===== src/rtl/tun_pkg.sv =====
// Shared types and constants for the triangle unit normal pipeline.
// Depends on nothing; every rtl module imports it.
package tun_pkg;

  // Field and datapath widths
  localparam int COORD_W = 16;              // vertex coordinate, Q8.8
  localparam int FRAC_W  = 14;              // normal fraction bits, Q1.14
  localparam int OUT_W   = 16;              // normal field width
  localparam int EDGE_W  = COORD_W + 1;     // exact edge difference
  localparam int PROD_W  = 2 * EDGE_W;      // one cross-product term
  localparam int CROSS_W = PROD_W + 1;      // signed cross component
  localparam int MAG_W   = PROD_W;          // cross component magnitude
  localparam int M_W     = 31;              // magnitude after normalize shift
  localparam int SH_MAX  = MAG_W - M_W;     // largest normalize shift
  localparam int SH_W    = $clog2(SH_MAX + 1);
  localparam int SQ_W    = 2 * M_W;         // one square
  localparam int SUM_W   = 64;              // sum of three squares
  localparam int ROOT_W  = SUM_W / 2;       // integer square root
  localparam int Q_W     = FRAC_W + 1;      // quotient bits, q <= 2^FRAC_W
  localparam int DEN_W   = ROOT_W + 1;      // 2 * length
  localparam int NUM_W   = M_W + Q_W + 2;   // rounded dividend

  // Input word: one triangle
  typedef struct packed {
    logic signed [COORD_W-1:0] vert_a_x;
    logic signed [COORD_W-1:0] vert_a_y;
    logic signed [COORD_W-1:0] vert_a_z;
    logic signed [COORD_W-1:0] vert_b_x;
    logic signed [COORD_W-1:0] vert_b_y;
    logic signed [COORD_W-1:0] vert_b_z;
    logic signed [COORD_W-1:0] vert_c_x;
    logic signed [COORD_W-1:0] vert_c_y;
    logic signed [COORD_W-1:0] vert_c_z;
  } tun_in_t;

  // Result word: unit normal
  typedef struct packed {
    logic signed [OUT_W-1:0] normal_x;
    logic signed [OUT_W-1:0] normal_y;
    logic signed [OUT_W-1:0] normal_z;
    logic                    degenerate;
  } tun_out_t;

  // Data that rides along with the sum through the square root
  typedef struct packed {
    logic [2:0][M_W-1:0] mag;
    logic [2:0]          neg;
    logic                deg;
  } tun_side_t;

  // Per-component flags that ride through a divider
  typedef struct packed {
    logic neg;
    logic deg;
  } tun_flag_t;

endpackage


===== src/rtl/tun_div.sv =====
// Pipelined restoring divider: rounded magnitude over length, one quotient
// bit per stage, then clamp and sign. Depends on tun_pkg.
module tun_div
  import tun_pkg::*;
(
  input  logic                    clk,
  input  logic                    rst_n,
  input  logic                    in_vld,
  input  logic [M_W-1:0]          in_mag,
  input  logic [ROOT_W-1:0]       in_len,
  input  tun_flag_t               in_flag,
  output logic                    out_vld,
  output logic signed [OUT_W-1:0] out_norm
);

  localparam logic [Q_W-1:0] Q_LIM = Q_W'(1) << FRAC_W;

  logic [Q_W:0]     vld_r;
  logic [NUM_W-1:0] rem_r [Q_W+1];
  logic [DEN_W-1:0] den_r [Q_W+1];
  logic [Q_W-1:0]   q_r   [Q_W+1];
  tun_flag_t        flg_r [Q_W+1];

  logic [ROOT_W-1:0] len;
  logic [Q_W-1:0]    q_sat;

  // Treat a zero length as one
  assign len = (in_len == '0) ? ROOT_W'(1) : in_len;

  // Form dividend and divisor
  always_ff @(posedge clk) begin
    if (!rst_n) vld_r[0] <= 1'b0;
    else        vld_r[0] <= in_vld;
  end
  always_ff @(posedge clk) begin
    rem_r[0] <= (NUM_W'(in_mag) << (FRAC_W + 1)) + NUM_W'(len);
    den_r[0] <= {len, 1'b0};
    q_r[0]   <= '0;
    flg_r[0] <= in_flag;
  end

  // One quotient bit per stage, most significant first
  for (genvar j = 0; j < Q_W; j++) begin : g_stage
    localparam int BP = Q_W - 1 - j;
    logic [NUM_W-1:0] sub;
    assign sub = NUM_W'(den_r[j]) << BP;

    always_ff @(posedge clk) begin
      if (!rst_n) vld_r[j+1] <= 1'b0;
      else        vld_r[j+1] <= vld_r[j];
    end

    always_ff @(posedge clk) begin
      if (rem_r[j] >= sub) begin
        rem_r[j+1] <= rem_r[j] - sub;
        q_r[j+1]   <= q_r[j] | (Q_W'(1) << BP);
      end else begin
        rem_r[j+1] <= rem_r[j];
        q_r[j+1]   <= q_r[j];
      end
      den_r[j+1] <= den_r[j];
      flg_r[j+1] <= flg_r[j];
    end
  end

  // Clamp, then apply sign; degenerate forces zero
  always_comb begin
    q_sat = (q_r[Q_W] > Q_LIM) ? Q_LIM : q_r[Q_W];
    if (flg_r[Q_W].deg)      out_norm = '0;
    else if (flg_r[Q_W].neg) out_norm = -OUT_W'(q_sat);
    else                     out_norm = OUT_W'(q_sat);
  end

  assign out_vld = vld_r[Q_W];

endmodule


===== config.mk =====
export PLATFORM = sky130hd
export DESIGN_NAME = tun_div
export DESIGN_NICKNAME = d
export VERILOG_FILES = /design/src/rtl/tun_pkg.sv /design/src/rtl/tun_div.sv
export SDC_FILE = /design/constraint.sdc
export NUM_CORES = 2
export LEC_CHECK = 0
export BUFFER_PORTS_ARGS = -buffer_cell sky130_fd_sc_hd__buf_4
export CORE_ASPECT_RATIO = 1.4
export CORE_MARGIN = 2
export CORE_UTILIZATION = 36
export DETAILED_ROUTE_END_ITERATION = 10
export HOLD_SLACK_MARGIN = 0.15
export PLACE_DENSITY_LB_ADDON = 0.25
export SYNTH_ARGS = -nofsm -noshare
export SYNTH_HDL_FRONTEND = slang
export SYNTH_SLANG_ARGS = --single-unit

===== constraint.sdc =====
create_clock -name clk -period 3.1 [get_ports clk]
set_clock_uncertainty 0.1 [all_clocks]
set_input_delay 0.465 -clock clk [delete_from_list [all_inputs] [get_ports clk]]
set_output_delay 0.465 -clock clk [all_outputs]
set_load 0.03 [all_outputs]

==> flow_summary_export.csv <==
group,metric,value,unit
logic_synthesis,ys.flop_type,"dfxtp_1",
global_routing,grt_pass1_vias,56997,
drt,drc,0,
sta,setup_viol,154,
power,p_sw_share,38.76,%
critical_path,crit_path_start_kind,"flop",
critical_path,path_cells,"nor2_4 > or4b_4 > or3_4 > nor3_4 > nand2_2 > nand2_4 > nand2_4 > ha_4 > o21ai_4 > nand2_4 > o21ai_4 > and3_4 > nor3_4 > buf_6",
finish,fin_area,0.08736,mm²
die,fp-row-count,177,
global_routing,grt_overflow,0,
finish,final.fill_count,15087,
power,power.switching,35.57,mW
sta,tns,-21.73,ns
clock_network,htree_levels,4,
die,die_area,0.1704,mm²
sta,hold_viol,0,
power,power,91.78,mW
power,p_seq_share,26.0,%
clock_network,clk_path_buf_depth,3,
drt,vias,54146,
critical_path,crit_arrival,3.39,ns
sta,timing.max_slew.rel_slack,44.74,%
die,start_util,36.21,%
finish,multi_input_area,0.03830,mm²
die,die_h,487.6,µm
critical_path,cp_data_required_time,2.53,ns
logic_synthesis,seq_area_frac_synth,41.04,%
logic_synthesis,yosysUniqueCellTypes,92,
power,pwr_density_cell,1051,mW/mm²
power,clkPwrFrac,17.6,%
critical_path,path_class,"flop to output port",
critical_path,cp_slowest_cell,"or4b_4",
drt,drt_pass1_iterations,5,
sta,hold_ws,0.2112,ns
finish,areaGrowthSynthToFinish,45.25,%
clock_network,worstSkewPairLatency,0.79,ns
power,peakVddDrop,0.6226,mV
die,top_level_ports,85,
clock_network,clockRootBuffer,"clkbuf_16",
sta,rsz0062_at_grt,"yes",
critical_path,crit_path_end_kind,"output port",
logic_synthesis,netlist_area,0.06014,mm²
logic_synthesis,synthArstFlopShare,0,%
finish,mostFrequentLayoutCells,"1,459 x buf_4, 1,114 x dfxtp_1, 566 x inv_1, 505 x nand2_1, 493 x a21oi_1",
finish,final_layout_size_suffix_gt1_share,34.38,%
drt,wl_per_cell,17.88,µm
power,leakagePower,39.86,nW
logic_synthesis,synth_top_cell_area_share,41.04,%
critical_path,crit_fanout,6,
power,comb_power_share,56.4,%
die,core-area,0.1661,mm²
sta,setup_ws,-0.8589,ns
sta,min_period_over_period,127.7,%
critical_path,path_common_cell,"nand2_4",
sta,worst_slew_pin_slew,0.8278,ns
finish,layout_commonest_cell,"buf_4",
clock_network,clk_pin_slew_worst_paths,0.06,ns
global_routing,grt_max_degree,43,
global_routing,grt_pass1_wl,288.9,mm
clock_network,cts_sinks,1233,
global_routing,track_usage,21.53,%
logic_synthesis,synthCells,6887,
critical_path,rrSetupSlack,-0.31,ns
drt,vias_per_cell,5.023,
logic_synthesis,ys_warn_count,0,
status,violations,"negative setup slack",
placement,place_inst,10243,
flow_run,drv_cap,0,
placement,pre_cts_ws,-0.8087,ns
finish,final_util,52.59,%
logic_synthesis,synth_edf_count,0,
status,status,"finished, violations left",
logic_synthesis,ys_ff_latch,1233,
drt,wirelength,192.7,mm
clock_network,cts_tree,"yes",
logic_synthesis,yosysTopAreaCell,"dfxtp_1",
finish,instances_no_fill,10780,
logic_synthesis,syn-num-nets,7467,
placement,dp_hpwl,142.9,mm
finish,fin_nets,9099,
sta,timing.fmax,252.6,MHz
logic_synthesis,syn-mean-instance-area,8.732,µm²
die,dieWidth,349.4,µm
drt,ant_nets,0,
power,intPower,56.21,mW
global_routing,antenna_found_initial,1,
critical_path,critPathMaxStageDelay,0.47,ns
sta,finalCriticalPeriod,3.959,ns
logic_synthesis,synth_top_cells_by_area,"dfxtp_1 41%, ha_1 10%, a21oi_1 5.0%",
placement,dpl_cell_area,0.07314,mm²
sta,maxSlewViolCount,0,
clock_network,numCtsBuffers,135,
drt,drt-initial-drc-count,1911,
finish,seq_area,0.02485,mm²
worst_hold_path,holdCritPathClass,"flop to flop",
placement,port_buffers,84,
placement,place_congestion,0.9504,
## critical path, delay by kind of cell, from the launching register on
kind / cells / cell delay (ns)
fa+ha+maj: 1 / 0.16
compound gates: 2 / 0.19
buf+inv: 1 / 0.16
flops: 1 / 0.36
simple gates: 10 / 1.75
## Yosys cell counts, types with 37 or more instances
library cell     n
o21a_1          63
clkbuf_1       189
o21ai_0        490
nand2b_1        71
nor3_1          92
and3_1          54
ha_1           497
o211ai_1        38
a31oi_1         56
a21oi_1        597
nor2b_1         91
inv_1          614
a21o_1         261
and2_1          41
mux2_2          78
xnor2_1        281
dfxtp_1       1233
nand4_1        104
nand2_1        605
nand3_1        126
o31ai_1         37
xor2_1         236
nor2_1         455
nor4_1          54
a211oi_1        44
o21bai_1        63
## power by group through the flow
stage / Combinational (mW) / Clock [mW] / Sequential [mW]
final: 51.7 / 16.2 / 23.9
after global routing: 56.3 / 17.2 / 24.4
after CTS: 48.2 / 16.6 / 23.6
after detailed placement: 43.5 / 0 / 23.7
after global placement: 43.1 / 0 / 23.7
after floorplan: 26.5 / 0 / 22.7
## routing by layer
| metal | part of all wire (%) | track usage [%] |
|---|---|---|
| met1 | 30 | 16.59 |
| met2 | 59 | 46.34 |
| met3 | 2.2 | 2.637 |
| met4 | 9.0 | 16.29 |
| met5 | 0 | 0 |
## cells by family after synthesis
kind of cell             after synthesis  synth area share (%)
XOR/XNOR                             517                 7.529
multiplexers                          82                 1.527
flip-flops                          1233                 41.04
AND/OR/NAND/NOR                     1836                 14.63
AO/OA/AOI/OAI                       1861                 19.11
adder cells (fa/ha/maj)              512                 10.84
buffers and inverters                846                 5.324
## path summary, 6_finish.rpt
kind,start,endpoint,depth (start not counted)
worst max-delay path,q_r[15][2],out_norm[12],14
worst min-delay path,q_r[7][14],q_r[8][14],0
worst max register to register,rem_r[3][9],rem_r[3][85],14
worst min register to register,q_r[7][14],q_r[8][14],0
## registers in the layout (all words and copies together), names as in the netlist
register,count
den_r,346
flg_r,32
out_vld,1
q_r,120
rem_r,719
vld_r,15
## layout make-up
| cell class | count | share of cell area [%] |
|---|---|---|
| multi-input combinational | 4809 | 43.84 |
| inverter | 615 | 2.673 |
| antenna | 14 | 0.04010 |
| tap | 2148 | 3.077 |
| clock inverter | 45 | 0.5801 |
| sequential | 1233 | 28.44 |
| timing repair buffer | 1725 | 16.77 |
| clock buffer | 191 | 4.573 |
## what timing repair did
item	in CTS	in global routing
endpoints found under the hold margin	82	0
hold buffers	73	0
endpoints found under the setup margin	573	543
resized for setup	845	815
cloned	17	18
setup buffers	133	105
pin swaps	300	396
(Power assumes the default switching activity.)
